<file path="config.mk">
export PLATFORM = sky130hd
export DESIGN_NAME = two_die_net_wirelength
export DESIGN_NICKNAME = d
export VERILOG_FILES = /design/src/hw/rtl/tdnw_pkg.sv /design/src/hw/rtl/two_die_net_wirelength.sv
export SDC_FILE = /design/constraint.sdc
export NUM_CORES = 2
export LEC_CHECK = 0
export ABC_AREA = 1
export BUFFER_PORTS_ARGS = -buffer_cell sky130_fd_sc_hd__buf_2
export CORE_MARGIN = 4
export CORE_UTILIZATION = 35
export CTS_CLUSTER_SIZE = 40
export DETAILED_ROUTE_END_ITERATION = 8
export SYNTH_ARGS = -nofsm -noshare
export SYNTH_HDL_FRONTEND = slang
export SYNTH_SLANG_ARGS = --single-unit
</file>
<file path="constraint.sdc">
create_clock -name i_clk -period 15.15 [get_ports i_clk]
set_input_delay 3.03 -clock i_clk [delete_from_list [all_inputs] [get_ports i_clk]]
set_output_delay 3.03 -clock i_clk [all_outputs]
set_load 0.1 [all_outputs]
</file>
<file path="src/hw/rtl/tdnw_pkg.sv">
`default_nettype none

package tdnw_pkg;

    // Field widths fixed by the pin and result formats
    localparam int OFFSET_BITS = 16;
    localparam int DIE_BITS    = 2;
    localparam int LEN_BITS    = 25;
    localparam int SUM_BITS    = 48;

    // Empty-box sentinels and the signed width that holds them
    localparam int MAX_SENTINEL = -2000000;
    localparam int MIN_SENTINEL = 20000000;
    localparam int SENT_BITS    = 26;

    typedef logic [DIE_BITS-1:0] t_die;

    localparam t_die DIE_BOTTOM = 2'd0;
    localparam t_die DIE_TOP    = 2'd1;
    localparam t_die DIE_BOTH   = 2'd2;
    localparam t_die DIE_NONE   = 2'd3;

endpackage

`default_nettype wire

</file>
<file path="src/hw/rtl/two_die_net_wirelength.sv">
// Half-perimeter wirelength of nets split over two stacked dies.
//
// Input channel (i_in_valid / o_in_ready): one pin per transaction, with its
// cell position, signed pin offset, die code and a flag on the net's last pin.
// Pins of a net arrive back to back; one per cycle while o_in_ready is high.
// Output channel (o_out_valid / i_out_ready): one transaction per net, sent
// for its last pin, carrying the bottom and top half-perimeters and the three
// saturating running totals.
// The result passes five register stages (pin position, box update, axis
// spans, per-die length, length sum) and then the output register that
// applies the total update.
// Throughput: one pin per cycle while o_in_ready is high.
// Stall: while a result waits at the output, pins keep flowing until the next
// result reaches the last stage; only then does the pipeline hold with
// o_in_ready low, and it advances again in the cycle the waiting one is taken.
// Reset: both die boxes return to their empty sentinels, the totals to zero,
// and all pipeline stages drain.
`default_nettype none

module two_die_net_wirelength #(
    parameter int COORD_BITS = 23
) (
    input  wire                                     i_clk,
    input  wire                                     i_rst_n,
    input  wire                                     i_in_valid,
    output logic                                    o_in_ready,
    input  wire  [COORD_BITS-1:0]                   i_cell_x,
    input  wire  [COORD_BITS-1:0]                   i_cell_y,
    input  wire  signed [tdnw_pkg::OFFSET_BITS-1:0] i_offset_x,
    input  wire  signed [tdnw_pkg::OFFSET_BITS-1:0] i_offset_y,
    input  wire  tdnw_pkg::t_die                    i_die_code,
    input  wire                                     i_last_pin,
    output logic                                    o_out_valid,
    input  wire                                     i_out_ready,
    output logic [tdnw_pkg::LEN_BITS-1:0]           o_net_len_bottom,
    output logic [tdnw_pkg::LEN_BITS-1:0]           o_net_len_top,
    output logic [tdnw_pkg::SUM_BITS-1:0]           o_sum_bottom,
    output logic [tdnw_pkg::SUM_BITS-1:0]           o_sum_top,
    output logic [tdnw_pkg::SUM_BITS-1:0]           o_sum_both
);
    import tdnw_pkg::*;

    // Signed width covering pin positions and both sentinels
    localparam int BOX_BITS  = (COORD_BITS + 2 > SENT_BITS) ? COORD_BITS + 2 : SENT_BITS;
    // A span is non-negative and fits one bit less
    localparam int SPAN_BITS = BOX_BITS - 1;

    typedef logic signed [BOX_BITS-1:0] t_coord;

    typedef struct packed {
        t_coord max_x;
        t_coord max_y;
        t_coord min_x;
        t_coord min_y;
    } t_box;

    localparam t_coord MAX_INIT = BOX_BITS'(MAX_SENTINEL);
    localparam t_coord MIN_INIT = BOX_BITS'(MIN_SENTINEL);
    localparam t_box   BOX_INIT = '{MAX_INIT, MAX_INIT, MIN_INIT, MIN_INIT};

    function automatic t_box f_grow(input t_box b, input t_coord x, input t_coord y);
        t_box g;
        g = b;
        if (x > b.max_x) g.max_x = x;
        if (y > b.max_y) g.max_y = y;
        if (x < b.min_x) g.min_x = x;
        if (y < b.min_y) g.min_y = y;
        return g;
    endfunction

    function automatic logic [SPAN_BITS-1:0] f_span(input t_coord hi, input t_coord lo);
        t_coord diff;
        diff = hi - lo;
        // An axis counts only when its max is above zero
        if (!hi[BOX_BITS-1] && (hi != '0)) begin
            return diff[SPAN_BITS-1:0];
        end
        return '0;
    endfunction

    logic w_en;

    // Stage 1: pin position
    logic   r_v1;
    t_coord r_px;
    t_coord r_py;
    t_die   r_die;
    logic   r_last;
    t_coord n_px;
    t_coord n_py;

    // Stage 2: closed boxes of a finished net
    t_box   r_box [2];
    t_box   r_cb  [2];
    t_box   n_grown [2];
    logic   w_hit [2];
    logic   r_v2;

    // Stage 3: axis spans
    logic                 r_v3;
    logic [SPAN_BITS-1:0] r_dx [2];
    logic [SPAN_BITS-1:0] r_dy [2];

    // Stage 4: saturated per-die length
    logic                r_v4;
    logic [LEN_BITS-1:0] r_len [2];
    logic [SPAN_BITS:0]  n_sum [2];
    logic [LEN_BITS-1:0] n_len [2];

    // Stage 5: lengths and their sum
    logic                r_v5;
    logic [LEN_BITS-1:0] r_len5 [2];
    logic [LEN_BITS:0]   r_lsum;

    // Output stage
    logic                r_ovld;
    logic [LEN_BITS-1:0] r_olen [2];
    logic [SUM_BITS-1:0] r_tot_bottom;
    logic [SUM_BITS-1:0] r_tot_top;
    logic [SUM_BITS-1:0] r_tot_all;
    logic [SUM_BITS:0]   n_add_bottom;
    logic [SUM_BITS:0]   n_add_top;
    logic [SUM_BITS:0]   n_add_all;

    // Hold only when a second result would land on a waiting one
    assign w_en       = !r_v5 || !r_ovld || i_out_ready;
    assign o_in_ready = w_en;

    assign n_px = t_coord'(BOX_BITS'(i_cell_x)) + BOX_BITS'(i_offset_x);
    assign n_py = t_coord'(BOX_BITS'(i_cell_y)) + BOX_BITS'(i_offset_y);

    always_comb begin
        w_hit[0] = r_die inside {DIE_BOTTOM, DIE_BOTH};
        w_hit[1] = r_die inside {DIE_TOP, DIE_BOTH};
        for (int d = 0; d < 2; d++) begin
            n_grown[d] = w_hit[d] ? f_grow(r_box[d], r_px, r_py) : r_box[d];
            n_sum[d]   = {1'b0, r_dx[d]} + {1'b0, r_dy[d]};
            n_len[d]   = (|n_sum[d][SPAN_BITS:LEN_BITS]) ? '1 : n_sum[d][LEN_BITS-1:0];
        end
    end

    assign n_add_bottom = {1'b0, r_tot_bottom} + (SUM_BITS + 1)'(r_len5[0]);
    assign n_add_top    = {1'b0, r_tot_top} + (SUM_BITS + 1)'(r_len5[1]);
    assign n_add_all    = {1'b0, r_tot_all} + (SUM_BITS + 1)'(r_lsum);

    // Control and state that reset clears
    always_ff @(posedge i_clk) begin
        if (!i_rst_n) begin
            r_v1         <= 1'b0;
            r_v2         <= 1'b0;
            r_v3         <= 1'b0;
            r_v4         <= 1'b0;
            r_v5         <= 1'b0;
            r_ovld       <= 1'b0;
            r_box[0]     <= BOX_INIT;
            r_box[1]     <= BOX_INIT;
            r_tot_bottom <= '0;
            r_tot_top    <= '0;
            r_tot_all    <= '0;
        end else begin
            if (w_en) begin
                r_v1 <= i_in_valid;
                r_v2 <= r_v1 && r_last;
                r_v3 <= r_v2;
                r_v4 <= r_v3;
                r_v5 <= r_v4;
                if (r_v1) begin
                    for (int d = 0; d < 2; d++) begin
                        // Close the net: drop back to empty boxes
                        r_box[d] <= r_last ? BOX_INIT : n_grown[d];
                    end
                end
            end
            if (w_en && r_v5) begin
                r_ovld <= 1'b1;
                // Saturate on carry out of the total
                r_tot_bottom <= n_add_bottom[SUM_BITS] ? '1 : n_add_bottom[SUM_BITS-1:0];
                r_tot_top    <= n_add_top[SUM_BITS] ? '1 : n_add_top[SUM_BITS-1:0];
                r_tot_all    <= n_add_all[SUM_BITS] ? '1 : n_add_all[SUM_BITS-1:0];
            end else if (i_out_ready) begin
                r_ovld <= 1'b0;
            end
        end
    end

    // Payload, advanced with the pipeline
    always_ff @(posedge i_clk) begin
        if (w_en) begin
            r_px   <= n_px;
            r_py   <= n_py;
            r_die  <= i_die_code;
            r_last <= i_last_pin;
            for (int d = 0; d < 2; d++) begin
                r_cb[d]   <= n_grown[d];
                r_dx[d]   <= f_span(r_cb[d].max_x, r_cb[d].min_x);
                r_dy[d]   <= f_span(r_cb[d].max_y, r_cb[d].min_y);
                r_len[d]  <= n_len[d];
                r_len5[d] <= r_len[d];
            end
            r_lsum <= {1'b0, r_len[0]} + {1'b0, r_len[1]};
        end
        if (w_en && r_v5) begin
            for (int d = 0; d < 2; d++) begin
                r_olen[d] <= r_len5[d];
            end
        end
    end

    assign o_out_valid      = r_ovld;
    assign o_net_len_bottom = r_olen[0];
    assign o_net_len_top    = r_olen[1];
    assign o_sum_bottom     = r_tot_bottom;
    assign o_sum_top        = r_tot_top;
    assign o_sum_both       = r_tot_all;

endmodule

`default_nettype wire
</file>
**Word-level counts from Yosys, hierarchy flattened**

Memories as Yosys holds them, arrays and structs flattened.
Cells that the tools add are included.

- Flip-flop bits (word level): 231
- Bits in latches: 0
- Bits in writable memories: 666
- Memory bits (read-only): 0
- Bits of input ports: 85
- Output and inout bits: 196
- Logic and storage cells: 117
- Memories kept: 7

Memories:

| name | depth | width | read ports | clocked after memory_dff | write ports | RTL line | text |
|---|---|---|---|---|---|---|---|
| r_box | 2 | 104 | 2 | 0 | 2 | two_die_net_wirelength.sv:93 | `t_box r_box [2];` |
| r_cb | 2 | 104 | 2 | 0 | 2 | two_die_net_wirelength.sv:94 | `t_box r_cb [2];` |
| r_dx | 2 | 25 | 2 | 0 | 2 | two_die_net_wirelength.sv:101 | `logic [SPAN_BITS-1:0] r_dx [2];` |
| r_dy | 2 | 25 | 2 | 0 | 2 | two_die_net_wirelength.sv:102 | `logic [SPAN_BITS-1:0] r_dy [2];` |
| r_len | 2 | 25 | 2 | 0 | 2 | two_die_net_wirelength.sv:106 | `logic [LEN_BITS-1:0] r_len [2];` |
| r_len5 | 2 | 25 | 2 | 0 | 2 | two_die_net_wirelength.sv:112 | `logic [LEN_BITS-1:0] r_len5 [2];` |
| +1 memories | - | - | - | - | - | - |  |

- $add $sub $neg: 12
- Multiply operators: 0
- Divide/modulo/power cells: 0
- Magnitude comparators: 8
- Equality and inequality tests: 2
- Shifts and indexed selects: 0
- Mux-type cells: 50
- Bitwise gates (word level): 2
- Reductions and logical operators: 22

Operator list:

| kind | number |
|---|---|
| 104-bit two-way mux | 6 |
| 25-bit two-way mux | 14 |
| 26-bit two-way mux | 8 |
| 48-bit two-way mux | 3 |
| 26-bit > comparator | 4 |
| 26-bit less-than comparator | 4 |
| 26-bit nonzero test | 4 |
| 25-bit subtractor | 4 |
| 48-bit by 25-bit adder with 49-bit output | 2 |
| 25-bit by 25-bit adder with 26-bit output | 3 |
| 24-bit by 16-bit adder with 25-bit output | 2 |
| 48-bit by 26-bit adder with 49-bit output | 1 |
| 1-bit two-way mux | 19 |
| 1-bit logical AND | 6 |
| 1-bit zero test | 6 |
| 2-bit nonzero test | 3 |
| 2-bit by 1-bit == test with 1-bit output (second input constant) | 1 |
| 2-bit == test (second input constant) | 1 |
| 2-bit zero test | 1 |
| 1-bit logical OR | 2 |
| 1-bit bitwise OR | 2 |

**Depth between registers and ports, before layout**

- Depth after elaboration: 7
- Depth in mapped cells: 17
- Gate-level depth less buffers: 16

**Worst setup path after synthesis**

Ideal clock, no wire load.

- Kind: input to register
- Start: in i_out_ready
- End: mem r_box[0][0] in the netlist's numbering (enable)
- Library setup time: 0.577 ns
- Arrival: 13.393 ns
- Data required time: 14.573 ns
- Slack: 1.180 ns
- Cell stages on the path: 6
- Path buffers: 0
- Cell sequence: inv_1 nand2_1 nor2_2 inv_2 nand2_1 nand2_1

RTL lines:

| element | RTL line | text |
|---|---|---|
| from (decl) | two_die_net_wirelength.sv:34 | `input wire i_out_ready,` |
| to (decl) | two_die_net_wirelength.sv:93 |  |

**Worst setup path after layout**

- Start: in i_out_ready
- End: out o_in_ready

- Longest elaborated chain between the ends: 1

RTL lines:

| element | RTL line | text |
|---|---|---|
| 1-bit logical OR | two_die_net_wirelength.sv:126 | `assign w_en = !r_v5 \|\| !r_ovld \|\| i_out_ready;` |
| to (decl) | two_die_net_wirelength.sv:26 | `output logic o_in_ready,` |

No other way between the ends.

==> impl_metrics.env <==
export IMPL_synth_edf_count=741
export IMPL_postRouteAntennaNets=0
export IMPL_p_per_area_mw_per_mm2=138
export IMPL_synth_top_area_share_pct=37.7
export IMPL_p_leak_nw=32.4
export IMPL_place_inst=9742
export IMPL_io_pins=281
export IMPL_post_cts_setup_buffers=0
export IMPL_die_width_um=419
export IMPL_dieArea_mm2=0.175
export IMPL_slew_headroom_pct=28.4
export IMPL_stdcell_count=9941
export IMPL_crit_buf_inv=4
export IMPL_grt_overflow=0
export IMPL_internal_power_mw=5.68
export IMPL_path_class="in2out"
export IMPL_tns_ns=0
export IMPL_via_count=50400
export IMPL_detailed_place_hpwl_um=141000
export IMPL_start_kind="input pin"
export IMPL_synthToLayoutAreaGrowth_pct=12.3
export IMPL_core_area_mm2=0.167
export IMPL_report_final_slew_viol_count=0
export IMPL_critPathTopFamily="buffers and inverters"
export IMPL_cpPeakStageDelay_ns=0.58
export IMPL_diodes=0
export IMPL_wl_per_cell_um=18.3
export IMPL_grt_use_total_pct=20.2
export IMPL_async_flop_share_pct=0
export IMPL_critPathMaxFanout=112
export IMPL_dp_slack_ns=7.48
export IMPL_yosysMostFrequentCell="nand2_1"
export IMPL_maxCapViolations=0
export IMPL_crit_required_ns=12.12
export IMPL_switching_share_pct=38.1
export IMPL_syn_area_mm2=0.0591
export IMPL_hold_viol_final=0
export IMPL_cts_root_buffer="clkbuf_16"
export IMPL_cts_tree="built"
export IMPL_peakVddDrop_mv=0.0965
export IMPL_setup_slack_ns=7.44
export IMPL_fmax_mhz=130
export IMPL_power_switching_mw=3.50
export IMPL_synth_avg_cell_area_um2=8.01
export IMPL_rsz0062_at_grt="no"
export IMPL_io_buffers=280
export IMPL_synth_top_cell_by_area="edfxtp_1"
export IMPL_min_period_ns=7.71
export IMPL_crit_top_cell="buf_2"
export IMPL_clock_path_buffers=3
export IMPL_grt_pass1_wl_um=279000
export IMPL_drtIter0Drc=3981
export IMPL_fin_skew_ns=0.0629
export IMPL_hp_class="reg2reg"
export IMPL_first_pass_iters=6
export IMPL_yosys_top_cells_area="edfxtp_1 38%, nand2_1 12%, ha_1 11%"
export IMPL_power_frac_seq_pct=39.0
export IMPL_syn_inst=7371
export IMPL_design_area_mm2=0.0663
export IMPL_fin_nets=8243
export IMPL_tightest_slew_ns=1.07
export IMPL_p_comb_share_pct=31.9
export IMPL_floorplan_rows=150
export IMPL_cts_sinks=891
export IMPL_ctsResizeCount=0
export IMPL_status="finished, final reports clean"
export IMPL_postRouteWirelength_um=182000
export IMPL_synthDistinctLibCells=52
export IMPL_yosysWarnings=0
export IMPL_htree_levels=3
export IMPL_initial_utilization_pct=35.3
export IMPL_antenna_found_initial=1
export IMPL_yosys_most_used_dff="edfxtp_1"
export IMPL_ys_ff_latch=891
export IMPL_synth_common_cells="1839 x nand2_1, 1177 x inv_1, 741 x edfxtp_1"
export IMPL_crit_arrival_ns=4.68
export IMPL_crit_chain="buf_2, inv_1, nand2_1, nor2_2, inv_8, buf_2"
export IMPL_viasPerCell=5.07
export IMPL_post_route_period_util_pct=50.9
export IMPL_worstSkewPairLatency_ns=0.74
export IMPL_place_area_mm2=0.0627
export IMPL_grt_start_max_net_pins=167
export IMPL_fin_total_pwr_mw=9.18
export IMPL_cts_hold_buffers=0
export IMPL_slowest_stage="buf_2"
export IMPL_endpoint_kind="output pin"
export IMPL_seq_area_frac_synth_pct=42.8
export IMPL_clk_pin_slew_ns=0.05
export IMPL_post_route_drc_count=0
export IMPL_syn_num_nets=7969
export IMPL_grt_pass1_vias=48100
export IMPL_setup_violations=0
export IMPL_clkPwrFrac_pct=29.1
export IMPL_fp_dieH_um=419
export IMPL_final_layout_size_suffix_gt1_share_pct=8.61
export IMPL_cts_made_buffers=105
export IMPL_gp_congestion=0.918
-- layer usage --
layer  track usage, %  wire length, µm  share of wire [%]  vias up
met5                0                0                  0        -
met4             6.34             5680                3.1        0
met3             2.38            10300                5.6      292
met2             33.5            83800                 46     1519
met1             27.6            82100                 45    23400
li1                 -                -                  -    25200
-- power by group through the flow --
stage	registers, mW	logic (mW)	clock network, mW
detailed placement	3.65	2.89	0
finish	3.58	2.93	2.67
CTS	3.60	2.91	2.73
global route	3.61	3.31	2.83
global placement	3.64	2.87	0
floorplan	3.39	2.10	0
-- final cells by class --
type	count	area, µm²
Clock buffer	119	2720
Timing Repair Buffer	304	1600
Multi-Input combinational cell	5159	28600
Fill cell	17100	101000
Sequential cell	891	25300
Clock inverter	80	918
Inverter	1184	4460
Tap cell	2204	2760
-- worst min-delay path: cells and delay by family, from the launching register on --
kind,cells,cell delay [ns]
flops,1,0.29
buf+inv,1,0.06
compound gates,1,0.05
-- state kept, by name, indices dropped and copies added (netlist names), 26 cells and up --
signal,flops
r_box,208
r_cb,204
r_dx,50
r_dy,50
r_len5,50
r_len,50
r_olen,50
o_sum_both,48
o_sum_bottom,48
o_sum_top,48
r_lsum,26
-- path summary, 6_finish.rpt --
path          startpoint     endpoint  slack (ns)  cells after the start
max          i_out_ready   o_in_ready        7.44                      6
min reg2reg         r_v4         r_v4        0.46                      2
min                 r_v4         r_v4        0.46                      2
max reg2reg  o_out_valid  r_box[0][4]       10.51                      8
-- stage by stage --
stage | hold WS, ns | utilization, %
2_1_floorplan | 0.430 | -
3_3_place_gp | 0.444 | 37.4
3_5_place_dp | 0.452 | 37.4
4_1_cts | 0.461 | 39.6
5_1_grt | 0.473 | 39.6
6_report | 0.457 | 39.6
-- cell families (layout without fill, tap and decap cells) --
| group | Yosys count | after routing | synth area share, % |
|---|---|---|---|
| compound gates | 962 | 962 | 8.99 |
| xor+xnor | 138 | 138 | 2.05 |
| fa+ha+maj | 513 | 513 | 11.0 |
| buf+inv | 1321 | 1687 | 8.82 |
| flops | 891 | 891 | 42.8 |
| mux | 2 | 2 | 0.0339 |
| simple gates | 3544 | 3544 | 26.3 |
-- cells in the final DEF (no fill, tap or decap), drive strengths merged, types with 14 or more instances in the layout --
cell type     n
xor2         72
nand2      1905
a21o         47
o21bai       45
xnor2        66
o21ai       278
a21oi       500
clkbuf      119
ha          501
buf         304
nand3       550
nand3b       37
bufinv       14
nor2        653
inv        1191
nor4         34
nor3        100
o21a         14
dfxtp       150
clkinv       51
edfxtp      741
nand4       210
a31oi        43
or2          32
Note: power is estimated with default switching activity, not from simulation.
